--- config.mk ---
export PLATFORM = sky130hd
export DESIGN_NAME = line_edit_buffer_engine
export DESIGN_NICKNAME = d
export VERILOG_FILES = /design/src/rtl/lebe_pkg.sv /design/src/rtl/lebe_text_ram.sv /design/src/rtl/lebe_seq.sv /design/src/rtl/line_edit_buffer_engine.sv
export SDC_FILE = /design/constraint.sdc
export NUM_CORES = 2
export LEC_CHECK = 0
export ABC_AREA = 1
export BUFFER_PORTS_ARGS = -buffer_cell sky130_fd_sc_hd__buf_4
export CAP_MARGIN = 20
export CORE_MARGIN = 8
export CORE_UTILIZATION = 30
export DETAILED_ROUTE_END_ITERATION = 16
export GPL_TIMING_DRIVEN = 0
export PLACE_DENSITY = 0.47
export SLEW_MARGIN = 40
export SYNTH_ARGS = -nofsm -noshare
export SYNTH_HDL_FRONTEND = slang
export SYNTH_SLANG_ARGS = --single-unit
--- constraint.sdc ---
create_clock -name clk_i -period 19.1 [get_ports clk_i]
set_input_delay 0.955 -clock clk_i [delete_from_list [all_inputs] [get_ports clk_i]]
set_output_delay 0.955 -clock clk_i [all_outputs]
set_load 0.05 [all_outputs]
--- src/rtl/lebe_pkg.sv ---
// shared types, constants and helpers for the line edit buffer engine
// used by lebe_seq and line_edit_buffer_engine; no dependencies
`timescale 1ns / 1ps

package lebe_pkg;

  localparam int CAPACITY   = 256;
  localparam int AW         = $clog2(CAPACITY);
  localparam int PW         = 9;
  localparam int DW         = 8;
  localparam int SPAN_W     = 16;
  localparam int IN_TDATA_W  = 56;
  localparam int OUT_TDATA_W = 40;

  localparam logic [PW-1:0] CAP_POS = PW'(CAPACITY);

  localparam logic [1:0] ST_OK    = 2'd0;
  localparam logic [1:0] ST_FULL  = 2'd1;
  localparam logic [1:0] ST_RANGE = 2'd2;

  localparam logic [DW-1:0] UNDERSCORE = 8'h5F;

  typedef enum logic [3:0] {
    OP_CLEAR     = 4'd0,
    OP_INSERT    = 4'd1,
    OP_BKSP      = 4'd2,
    OP_DELETE    = 4'd3,
    OP_SPAN      = 4'd4,
    OP_LEFT      = 4'd5,
    OP_RIGHT     = 4'd6,
    OP_HOME      = 4'd7,
    OP_END       = 4'd8,
    OP_NWS_MOVE  = 4'd9,
    OP_PWS_MOVE  = 4'd10,
    OP_WE_MOVE   = 4'd11,
    OP_NWS_QUERY = 4'd12,
    OP_PWS_QUERY = 4'd13,
    OP_WE_QUERY  = 4'd14,
    OP_READ      = 4'd15
  } op_e;

  // op sits in the lowest bits
  typedef struct packed {
    logic [7:0]        read_index;
    logic [SPAN_W-1:0] span_stop;
    logic [SPAN_W-1:0] span_start;
    logic [DW-1:0]     char_in;
    op_e               op;
  } cmd_t;

  // status sits in the lowest bits
  typedef struct packed {
    logic [DW-1:0] char_out;
    logic [PW-1:0] word_target;
    logic [PW-1:0] length_out;
    logic [PW-1:0] cursor_out;
    logic [1:0]    status;
  } res_t;

  typedef struct packed {
    logic          we;
    logic [AW-1:0] addr;
    logic [DW-1:0] data;
  } mem_wr_t;

  function automatic logic is_word(input logic [DW-1:0] c);
    is_word = ((c >= 8'h30) && (c <= 8'h39)) ||
              ((c >= 8'h41) && (c <= 8'h5A)) ||
              ((c >= 8'h61) && (c <= 8'h7A)) ||
              (c == UNDERSCORE);
  endfunction

endpackage

--- src/rtl/lebe_text_ram.sv ---
// generic simple dual-port ram: one write port, one read port, registered read data
// no dependencies
`timescale 1ns / 1ps

module lebe_text_ram #(
  parameter int AW = 8,
  parameter int DW = 8
) (
  input  logic          clk_i,
  input  logic          we_i,
  input  logic [AW-1:0] waddr_i,
  input  logic [DW-1:0] wdata_i,
  input  logic [AW-1:0] raddr_i,
  output logic [DW-1:0] rdata_o
);

  logic [DW-1:0] mem [2**AW];
  logic [DW-1:0] rdata_q;

  always_ff @(posedge clk_i) begin
    if (we_i) begin
      mem[waddr_i] <= wdata_i;
    end
  end

  always_ff @(posedge clk_i) begin
    rdata_q <= mem[raddr_i];
  end

  assign rdata_o = rdata_q;

endmodule

--- src/rtl/lebe_seq.sv ---
// command sequencer: holds cursor and length, shifts and scans the text ram
// depends on lebe_pkg
`timescale 1ns / 1ps

module lebe_seq (
  input  logic                      clk_i,
  input  logic                      rst_ni,
  input  logic                      cmd_valid_i,
  output logic                      cmd_ready_o,
  input  lebe_pkg::cmd_t            cmd_i,
  output logic                      res_valid_o,
  input  logic                      res_ready_i,
  output lebe_pkg::res_t            res_o,
  output logic [lebe_pkg::AW-1:0]   mem_raddr_o,
  input  logic [lebe_pkg::DW-1:0]   mem_rdata_i,
  output lebe_pkg::mem_wr_t         mem_wr_o
);

  import lebe_pkg::*;

  typedef enum logic [7:0] {
    S_IDLE    = 8'b0000_0001,
    S_MV_RD   = 8'b0000_0010,
    S_MV_WR   = 8'b0000_0100,
    S_PUT     = 8'b0000_1000,
    S_SC_RD   = 8'b0001_0000,
    S_SC_EV   = 8'b0010_0000,
    S_RD_WAIT = 8'b0100_0000,
    S_DONE    = 8'b1000_0000
  } state_e;

  state_e        state_q, state_d;
  op_e           op_q, op_d;
  logic [DW-1:0] ch_q, ch_d;
  logic [PW-1:0] ptr_q, ptr_d;
  logic [PW-1:0] dist_q, dist_d;
  logic          phase_q, phase_d;
  logic [PW-1:0] cur_q, cur_d;
  logic [PW-1:0] len_q, len_d;
  logic [1:0]    status_q, status_d;
  logic [PW-1:0] target_q, target_d;
  logic [DW-1:0] char_q, char_d;

  logic kind_nws, kind_pws, is_move, shift_down;

  assign kind_nws   = (op_q == OP_NWS_MOVE) || (op_q == OP_NWS_QUERY);
  assign kind_pws   = (op_q == OP_PWS_MOVE) || (op_q == OP_PWS_QUERY);
  assign is_move    = (op_q == OP_NWS_MOVE) || (op_q == OP_PWS_MOVE) || (op_q == OP_WE_MOVE);
  assign shift_down = (op_q == OP_INSERT);

  always_comb begin
    logic [SPAN_W-1:0] len_w, a_w, b_w;
    logic [PW-1:0]     lo, hi, ptr_inc, ptr_dec, sc_addr;
    logic              rm, bound, cont;

    state_d  = state_q;
    op_d     = op_q;
    ch_d     = ch_q;
    ptr_d    = ptr_q;
    dist_d   = dist_q;
    phase_d  = phase_q;
    cur_d    = cur_q;
    len_d    = len_q;
    status_d = status_q;
    target_d = target_q;
    char_d   = char_q;

    cmd_ready_o = (state_q == S_IDLE);
    res_valid_o = 1'b0;
    mem_raddr_o = ptr_q[AW-1:0];
    mem_wr_o    = '0;

    len_w   = SPAN_W'(len_q);
    a_w     = '0;
    b_w     = '0;
    lo      = '0;
    hi      = '0;
    rm      = 1'b0;
    bound   = 1'b0;
    cont    = 1'b0;
    sc_addr = ptr_q;
    ptr_inc = ptr_q + PW'(1);
    ptr_dec = ptr_q - PW'(1);

    unique case (state_q)
      S_IDLE: begin
        // a read command fetches its byte in the accept cycle
        mem_raddr_o = cmd_i.read_index;
        if (cmd_valid_i) begin
          op_d     = cmd_i.op;
          ch_d     = cmd_i.char_in;
          status_d = ST_OK;
          target_d = '0;
          char_d   = '0;
          phase_d  = 1'b0;
          state_d  = S_DONE;
          unique case (cmd_i.op)
            OP_CLEAR: begin
              len_d = '0;
              cur_d = '0;
            end
            OP_INSERT: begin
              if (len_q == CAP_POS) begin
                status_d = ST_FULL;
              end else begin
                ptr_d   = len_q;
                state_d = (len_q > cur_q) ? S_MV_RD : S_PUT;
              end
            end
            OP_BKSP: begin
              if (cur_q != '0) begin
                rm    = 1'b1;
                lo    = cur_q - PW'(1);
                hi    = cur_q;
                cur_d = cur_q - PW'(1);
              end
            end
            OP_DELETE: begin
              if (cur_q < len_q) begin
                rm = 1'b1;
                lo = cur_q;
                hi = cur_q + PW'(1);
              end
            end
            OP_SPAN: begin
              a_w = (cmd_i.span_start <= len_w) ? cmd_i.span_start : len_w;
              b_w = (cmd_i.span_stop <= len_w) ? cmd_i.span_stop : len_w;
              if (a_w > b_w) begin
                lo = b_w[PW-1:0];
                hi = a_w[PW-1:0];
              end else begin
                lo = a_w[PW-1:0];
                hi = b_w[PW-1:0];
              end
              cur_d = lo;
              rm    = (lo != hi);
            end
            OP_LEFT: begin
              if (cur_q != '0) cur_d = cur_q - PW'(1);
            end
            OP_RIGHT: begin
              if (cur_q < len_q) cur_d = cur_q + PW'(1);
            end
            OP_HOME: cur_d = '0;
            OP_END:  cur_d = len_q;
            OP_PWS_MOVE, OP_PWS_QUERY: begin
              if (cur_q != '0) begin
                ptr_d   = cur_q - PW'(1);
                state_d = S_SC_RD;
              end
            end
            OP_NWS_MOVE, OP_NWS_QUERY, OP_WE_MOVE, OP_WE_QUERY: begin
              ptr_d   = cur_q;
              state_d = S_SC_RD;
            end
            OP_READ: begin
              if (PW'(cmd_i.read_index) < len_q) begin
                state_d = S_RD_WAIT;
              end else begin
                status_d = ST_RANGE;
              end
            end
            default: state_d = S_DONE;
          endcase
          if (rm) begin
            ptr_d  = hi;
            dist_d = hi - lo;
            if (hi < len_q) begin
              state_d = S_MV_RD;
            end else begin
              len_d = len_q - (hi - lo);
            end
          end
        end
      end

      S_MV_RD: begin
        mem_raddr_o = shift_down ? ptr_dec[AW-1:0] : ptr_q[AW-1:0];
        state_d     = S_MV_WR;
      end

      // read and write addresses of consecutive steps never coincide
      S_MV_WR: begin
        mem_wr_o.we   = 1'b1;
        mem_wr_o.data = mem_rdata_i;
        if (shift_down) begin
          mem_wr_o.addr = ptr_q[AW-1:0];
          ptr_d         = ptr_dec;
          state_d       = (ptr_dec > cur_q) ? S_MV_RD : S_PUT;
        end else begin
          mem_wr_o.addr = AW'(ptr_q - dist_q);
          ptr_d         = ptr_inc;
          if (ptr_inc < len_q) begin
            state_d = S_MV_RD;
          end else begin
            len_d   = len_q - dist_q;
            state_d = S_DONE;
          end
        end
      end

      S_PUT: begin
        mem_wr_o.we   = 1'b1;
        mem_wr_o.addr = cur_q[AW-1:0];
        mem_wr_o.data = ch_q;
        cur_d         = cur_q + PW'(1);
        len_d         = len_q + PW'(1);
        state_d       = S_DONE;
      end

      S_SC_RD: begin
        if (kind_pws) begin
          bound   = (ptr_q != '0);
          sc_addr = phase_q ? ptr_dec : ptr_q;
        end else if (kind_nws || !phase_q) begin
          bound   = (ptr_q < len_q);
          sc_addr = ptr_q;
        end else begin
          bound   = (ptr_inc < len_q);
          sc_addr = ptr_inc;
        end
        if (bound) begin
          mem_raddr_o = sc_addr[AW-1:0];
          state_d     = S_SC_EV;
        end else begin
          target_d = ptr_q;
          if (is_move) cur_d = ptr_q;
          state_d = S_DONE;
        end
      end

      // keep going while the byte matches the class this phase skips over
      S_SC_EV: begin
        cont = is_word(mem_rdata_i) ^ phase_q ^ !kind_nws;
        if (cont) begin
          ptr_d   = kind_pws ? ptr_dec : ptr_inc;
          state_d = S_SC_RD;
        end else if (!phase_q) begin
          phase_d = 1'b1;
          state_d = S_SC_RD;
        end else begin
          target_d = ptr_q;
          if (is_move) cur_d = ptr_q;
          state_d = S_DONE;
        end
      end

      S_RD_WAIT: begin
        char_d  = mem_rdata_i;
        state_d = S_DONE;
      end

      S_DONE: begin
        res_valid_o = 1'b1;
        if (res_ready_i) state_d = S_IDLE;
      end

      default: state_d = S_IDLE;
    endcase
  end

  assign res_o.status      = status_q;
  assign res_o.cursor_out  = cur_q;
  assign res_o.length_out  = len_q;
  assign res_o.word_target = target_q;
  assign res_o.char_out    = char_q;

  always_ff @(posedge clk_i or negedge rst_ni) begin
    if (!rst_ni) begin
      state_q <= S_IDLE;
      cur_q   <= '0;
      len_q   <= '0;
      phase_q <= 1'b0;
    end else begin
      state_q <= state_d;
      cur_q   <= cur_d;
      len_q   <= len_d;
      phase_q <= phase_d;
    end
  end

  always_ff @(posedge clk_i) begin
    op_q     <= op_d;
    ch_q     <= ch_d;
    ptr_q    <= ptr_d;
    dist_q   <= dist_d;
    status_q <= status_d;
    target_q <= target_d;
    char_q   <= char_d;
  end

  a_cursor_in_text: assert property (@(posedge clk_i) disable iff (!rst_ni)
    cur_q <= len_q)
    else $error("cursor beyond text length");

  a_len_in_capacity: assert property (@(posedge clk_i) disable iff (!rst_ni)
    len_q <= CAP_POS)
    else $error("text length beyond capacity");

  a_write_only_when_editing: assert property (@(posedge clk_i) disable iff (!rst_ni)
    mem_wr_o.we |-> (state_q == S_MV_WR || state_q == S_PUT))
    else $error("ram write outside an edit");

  a_clear_empties: assert property (@(posedge clk_i) disable iff (!rst_ni)
    (cmd_valid_i && cmd_ready_o && cmd_i.op == OP_CLEAR) |=> (len_q == '0 && cur_q == '0))
    else $error("clear left text behind");

endmodule

--- src/rtl/line_edit_buffer_engine.sv ---
// line edit buffer engine: top level with stream ports and the result register
// depends on lebe_pkg, lebe_text_ram and lebe_seq
//
// usage:
//   commands arrive on the s_axis channel, one per transaction; every command
//   yields exactly one result transaction on the m_axis channel.
//   a command is taken only while the sequencer is idle. cursor moves, clear,
//   a full insert and a bad read finish without touching the text ram; a read
//   waits for its byte from the ram; insert shifts the bytes from the cursor
//   up by one; backspace, delete and span shift the bytes after the end of
//   the span down; word moves and queries scan the text byte by byte. the
//   shift loop moves one byte per read and write through the single-read-port
//   text ram.
//   after reset the text is empty and the cursor is at 0; the text ram holds
//   no defined bytes until written and needs no clearing pass.
//   a finished result sits in the output register; the next command is taken
//   while it waits, and that command's result is held in the sequencer until
//   the receiver raises m_axis_tready_i.
`timescale 1ns / 1ps

module line_edit_buffer_engine (
  input  logic                                clk_i,
  input  logic                                rst_ni,
  input  logic                                s_axis_tvalid_i,
  output logic                                s_axis_tready_o,
  // op[3:0], char_in[11:4], span_start[27:12], span_stop[43:28], read_index[51:44]
  input  logic [lebe_pkg::IN_TDATA_W-1:0]     s_axis_tdata_i,
  output logic                                m_axis_tvalid_o,
  input  logic                                m_axis_tready_i,
  // status[1:0], cursor_out[10:2], length_out[19:11], word_target[28:20], char_out[36:29]
  output logic [lebe_pkg::OUT_TDATA_W-1:0]    m_axis_tdata_o
);

  import lebe_pkg::*;

  localparam int CMD_W = $bits(cmd_t);
  localparam int RES_W = $bits(res_t);

  cmd_t          cmd;
  res_t          res;
  logic          res_valid, res_ready;
  logic [AW-1:0] mem_raddr;
  logic [DW-1:0] mem_rdata;
  mem_wr_t       mem_wr;

  logic          out_valid_q, out_valid_d;
  res_t          out_res_q;

  assign cmd = cmd_t'(s_axis_tdata_i[CMD_W-1:0]);

  lebe_text_ram #(
    .AW(AW),
    .DW(DW)
  ) u_text_ram (
    .clk_i   (clk_i),
    .we_i    (mem_wr.we),
    .waddr_i (mem_wr.addr),
    .wdata_i (mem_wr.data),
    .raddr_i (mem_raddr),
    .rdata_o (mem_rdata)
  );

  lebe_seq u_seq (
    .clk_i       (clk_i),
    .rst_ni      (rst_ni),
    .cmd_valid_i (s_axis_tvalid_i),
    .cmd_ready_o (s_axis_tready_o),
    .cmd_i       (cmd),
    .res_valid_o (res_valid),
    .res_ready_i (res_ready),
    .res_o       (res),
    .mem_raddr_o (mem_raddr),
    .mem_rdata_i (mem_rdata),
    .mem_wr_o    (mem_wr)
  );

  // output register frees up as the receiver takes its transaction
  assign res_ready   = !out_valid_q || m_axis_tready_i;
  assign out_valid_d = (res_valid && res_ready) ||
                       (out_valid_q && !m_axis_tready_i);

  always_ff @(posedge clk_i or negedge rst_ni) begin
    if (!rst_ni) begin
      out_valid_q <= 1'b0;
    end else begin
      out_valid_q <= out_valid_d;
    end
  end

  always_ff @(posedge clk_i) begin
    if (res_valid && res_ready) begin
      out_res_q <= res;
    end
  end

  assign m_axis_tvalid_o = out_valid_q;
  assign m_axis_tdata_o  = {(OUT_TDATA_W - RES_W)'(0), out_res_q};

endmodule
; ---- Yosys cells after proc, flatten, opt, wreduce, memory -nomap -nowiden
; Memory sizes are Yosys's and may differ from the RTL's. A register that Yosys moved wholly into a read port is not among the register bits.
; Cells that the tools add are included.
[op_classes]
shift = 0
n_addsub = 9
n_lt_le_gt_ge = 16
muxes = 92
n_eq_ne = 46
bitwise = 2
reduce_logical = 42
multipliers = 0
div = 0
[ops]
columns = op, count
row1 = 9-bit two-way mux, 39
row2 = 9-bit case mux with 3 select lines, 6
row3 = 8-bit two-way mux, 19
row4 = 8-bit case mux with 7 select lines, 1
row5 = "4-bit equality test, second input constant", 13
row6 = 9-bit case mux with 5 select lines, 1
row7 = 9-bit < comparator, 4
row8 = 9-bit case mux with 4 select lines, 1
row9 = 17-bit case mux with 2 select lines, 1
row10 = 16-bit by 9-bit less-or-equal comparator with 1-bit output, 2
row11 = 16-bit two-way mux, 2
row12 = 8-bit case mux with 4 select lines, 1
row13 = "9-bit by 1-bit adder with 9-bit output, second input constant", 3
row14 = 9-bit subtractor, 3
row15 = 8-bit case mux with 3 select lines, 1
row16 = 9-bit greater-than comparator, 2
row17 = 9-bit nonzero test, 2
row18 = "9-bit by 1-bit subtractor with 9-bit output, second input constant", 2
row19 = "4-bit by 3-bit equality test with 1-bit output, second input constant", 4
row20 = "8-bit by 7-bit equality test with 1-bit output, second input constant", 2
row21 = "8-bit by 7-bit >= comparator with 1-bit output, second input constant", 2
row22 = 16-bit greater-than comparator, 1
row23 = "8-bit by 7-bit less-or-equal comparator with 1-bit output, second input constant", 2
row24 = 8-bit case mux with 2 select lines, 1
row25 = 44 further kinds, 92
[totals]
memories = 1
wordCells = 225
inputBits = 60
ram_bits = 2048
regBits = 114
latchBits = 0
romBits = 0
output_inout_bits = 42
[mem_list]
columns = memory, words, width, read_ports, rd_ports_with_merged_regs, wr, line_no
row1 = u_text_ram.mem, 256, 8, 1, 1, 1, lebe_text_ram.sv:17  ; logic [DW-1:0] mem [2**AW];

; ---- Longest topological paths before layout
[depth]
depth_word = 16
ltp_mapped = 52
mapped_depth_nobuf = 49

; ---- By module
; A second synthesis with hierarchy kept.
[hier_totals]
cells_unflattened = 8489
hier_area_um2 = 94493.1
[by_module_without_submodules]
columns = module, cells_per_inst, area_each_um2, n_inst, seq_area_each_um2
row1 = lebe_text_ram, 7003, 83396.2, 1, 61659.1
row2 = lebe_seq, 1439, 9914.5, 1, 2148.3
row3 = line_edit_buffer_engine, 47, 1182.4, 1, 1136.1

; ---- Worst setup path before layout
; OpenSTA, ideal clock, no wires.
[synth_timing]
kind = register to register
from = reg u_seq.state_q[7]
to = mem u_text_ram.mem[0][0] (data pin)
setup_ps = 2188
synth_period_minus_slack_ps = 13566
arrival_time_ps = 11378
path_stages_with_launch = 9
path_buffers = 1
path_slack_ps = 5534
required_ps = 16912
path_cell_list = dfrtp_1 > nor2_2 > inv_2 > nor2_2 > inv_2 > nor4_2 > inv_1 > clkbuf_1 > o21ai_0
[synth_lines]
columns = element, line_no
row1 = "start, declared", lebe_seq.sv:32  ; state_e state_q, state_d;
row2 = "start signal, assigned", lebe_seq.sv:275  ; state_q <= state_d;
row3 = "end, declared", lebe_text_ram.sv:17

; ---- Worst setup path after layout
[layout_timing]
from = reg u_seq.len_q[8]
to = reg u_seq.len_q[8]
[layout_via]
elab_chain_cells = 16
word_cells_on_any_way = 42
classes_between = add/sub (4) / order compare (6) / eq/ne (2) / mux (29) / reduce/logical (1)
[layout_rtl]
columns = element, line_no
row1 = "start, declared", lebe_seq.sv:39  ; logic [PW-1:0] len_q, len_d;
row2 = "start signal, assigned", lebe_seq.sv:277  ; len_q <= len_d;
row3 = "16-bit by 9-bit less-or-equal comparator with 1-bit output, on equally long branches", "lebe_seq.sv:126, lebe_seq.sv:127"
row4 = "16-bit two-way mux, on equally long branches", "lebe_seq.sv:126, lebe_seq.sv:127"
row5 = 16-bit greater-than comparator, lebe_seq.sv:128  ; if (a_w > b_w) begin
row6 = 9-bit two-way mux, lebe_seq.sv:128
row7 = 9-bit two-way mux, lebe_seq.sv:97  ; unique case (cmd_i.op)
row8 = 9-bit two-way mux, lebe_seq.sv:89  ; if (cmd_valid_i) begin
row9 = 9-bit two-way mux, lebe_seq.sv:85  ; unique case (state_q)
row10 = 9-bit case mux with 3 select lines, lebe_seq.sv:97
row11 = 9-bit two-way mux, lebe_seq.sv:89
row12 = 9-bit two-way mux, lebe_seq.sv:85
row13 = 9-bit subtractor (2 in series), lebe_seq.sv:171  ; len_d = len_q - (hi - lo);
row14 = 9-bit two-way mux, lebe_seq.sv:168  ; if (hi < len_q) begin
row15 = 9-bit two-way mux, lebe_seq.sv:165  ; if (rm) begin
row16 = 9-bit two-way mux, lebe_seq.sv:89
row17 = 9-bit case mux with 3 select lines, lebe_seq.sv:85
; Several ways; a longest one is shown, not always the timed one. The select of a mux whose other input is x is not followed.
; A chain may end at the register's enable or synchronous reset.

==> impl_results.md <==
* Top-area cell type share of the netlist area at 0.664
* Synth area leaders: edfxtp_1, o211ai_1, nand3_1
* Synth cell types at 59
* Mapped Area at 96500 sq um
* Die Footprint at 340000 sq um
* Setup_tns at 0 ps
* Status: completed
* Max Fclk at 114 MHz
* Yosys reg bits at 2170
* Nets at 9120
* Max Slew Vio Count at 0
* Mean Syn Cell Area at 11.4 sq um
* CP peak stage delay at 570 ps
* Minimum clock period at 8780 ps
* Period utilization at 0.460
* Prevailing post-synth register cell: edfxtp_1
* Clk pin slew, worst setup/hold paths at 60 ps
* Layout cells sized above 1 at 0.132
* Crit path capture type: flip-flop
* Die Width at 583 um
* Final Cell Area at 113000 sq um
* Placed inst area at 106000 sq um
* Mapped Cells at 8454
* HP Class: in -> reg
* Worst EP arrival at 9610 ps
* HPWL after DPL at 298 mm
* Routed WL at 397 mm
* CTS H-tree depth at 4
* Largest net degree at the start of global routing at 29
* Final hold vios at 0
* Clock sink count at 2170
* DR WL/cell at 29.6 um
* Gr usage total at 0.225
* Setup-failing EPs final at 0
* I/O Pins at 102
* Slew headroom at 0.354
* Core Box Area at 321000 sq um
* Post-CTS Setup Repair Bufs at 0
* Synthesis warning total at 0
* Final Skew at 118 ps
* R2R Path Start: u_seq.len_q[8]
* CTS Root Cell: clkbuf_16
* Sequential share of the synthesized area at 0.673
* Clock Latency Late Sink at 940 ps
* GRT overflow at 0
* Initial antenna violation count at 18
* # rows at 208
* Initial Util at 0.301
* Cell mode on critical path: nand2_1
* Critical Path Fanout Max at 10
* Antenna viol nets, final at 0
* Most common cell in the netlist: edfxtp_1
* Worst Path Class, Setup: reg -> reg
* Worst path slowest cell: clkbuf_1
* Area grow syn2layout at 17.3%
* Slew @ Worst Pin at 968 ps
* Async SR Flop Fraction at 0.0129
* Worst Setup SP: u_seq.len_q[8]
* Die Ht at 583 um
* Setup WS pre-CTS at 10430 ps
* RSZ-0062 raised after global routing: no
* Critical Path Start Type: flip-flop
* First-pass GRT wire length at 542 mm
* TritonCTS clock tree: yes
* Via count at 71585
* Max-cap violations at 0
* Cts bufs inserted at 237
* Setup WS post-layout at 10320 ps
* Post-synth top cells: edfxtp_1, nand2_1, inv_1, nand3_1, o211ai_1
* Drt pass-1 iters at 9
* I/O Buffers at 94
* CTS Buffer Depth at 4
* Vias in the first global route at 68190
* Routability cong. at 1.00
* Post-synth EDFFs at 2134
* Required @ worst endpoint at 19930 ps
* DRC viols at 0
* Synth area leader: edfxtp_1
* Via density at 5.33
* Hold_sp: s_axis_tdata_i[5]
* Initial DRC Count at 9488
-- placed cells by master (no fill, tap or decap), types with 17 or more instances in the layout --
cell	instances
a21oi_1	122
edfxtp_1	2134
xor2_1	32
o21ai_0	138
buf_8	96
clkbuf_1	165
o221ai_1	29
ha_1	116
clkinv_1	66
nor2_2	187
buf_16	31
inv_1	1223
clkinv_2	29
buf_2	355
nand3_1	1109
buf_4	102
conb_1	17
nor2_1	232
nand4_1	23
nand3b_1	18
clkbuf_2	40
clkbuf_16	239
bufinv_16	18
dfrtp_1	27
o211ai_1	1017
nor3_1	18
nand2_2	18
nand2_1	1336
-- critical path: cells and delay by family (launching register included) --
kind | cells | cell delay, ps
compound gates | 6 | 1370
buf+inv | 7 | 2310
xor+xnor | 1 | 390
flops | 1 | 460
fa+ha+maj | 4 | 1610
simple gates | 22 | 2520
-- final timing paths --
kind	end	slack [ps]	cells past startpoint
setup / recovery	u_seq.len_q[8]	10320	40
hold / removal	u_seq.ch_q[1]	230	1
hold reg to reg	m_axis_tdata_o[34]	390	0
setup reg to reg	u_seq.len_q[8]	10320	40
min in group asynchronous	u_seq.len_q[1]	580	2
max in group asynchronous	u_seq.state_q[0]	18130	2
-- state kept, by name, indices dropped and copies added, names as in the netlist --
signal and count:
m_axis_tvalid_o 1, u_seq.len_q 9, u_seq.state_q 8, u_seq.ch_q 8, u_seq.op_q 4, u_seq.dist_q 9, u_text_ram.mem 2048, u_seq.target_q 9
u_seq.phase_q 1, u_text_ram.rdata_o 8, u_seq.ptr_q 9, u_seq.char_q 8, u_seq.cur_q 9, u_seq.status_q 2, m_axis_tdata_o 37
-- area by class of cell --
| class | instances | area (sq um) |
|---|---|---|
| Antenna cell | 13 | 32.5 |
| Buffer | 518 | 2470 |
| Clock buffer | 300 | 6260 |
| Clock inverter | 123 | 1130 |
| Fill cell | 31831 | 207000 |
| Inverter | 1246 | 4680 |
| Multi-Input combinational cell | 4535 | 25200 |
| Sequential cell | 2170 | 64900 |
| Tap cell | 4305 | 5390 |
| Timing Repair Buffer | 232 | 3110 |
-- kinds of logic (layout without fill, tap and decap cells) --
family | after synthesis | count (layout) | share of synthesized area
other cells | 2 | 30 | 0.0000778
fa+ha+maj | 120 | 120 | 0.0159
buf+inv | 1764 | 2419 | 0.0735
flops | 2170 | 2170 | 0.673
xor+xnor | 40 | 40 | 0.00363
simple gates | 2967 | 2967 | 0.133
compound gates | 1391 | 1391 | 0.101
-- repair_timing --
| action | 4_1_cts | 5_1_grt |
|---|---|---|
| gates resized for setup | 0 | 0 |
| endpoints found under the hold margin | 9 | 0 |
| hold buffers | 1 | 0 |
-- per-layer routing --
layer | vias up | global-route usage | wire length, um
met1 | 36167 | 0.307 | 167000
li1 | 31056 | - | -
met2 | 3635 | 0.348 | 176000
met5 | - | 0 | 383
met3 | 719 | 0.0466 | 36000
met4 | 8 | 0.0896 | 18200
-- per-stage QoR --
stage	util	hold slack [ps]	std cells
detailed placement	0.330	405	13005
finish	0.353	229	13442
global placement	0.320	407	12868
global route	0.353	193	13431
floorplan	-	400	8469
CTS	0.353	174	13429
Power is not shown: default switching activity piles up to over one toggle a cycle in this logic, so the estimate is an artifact.
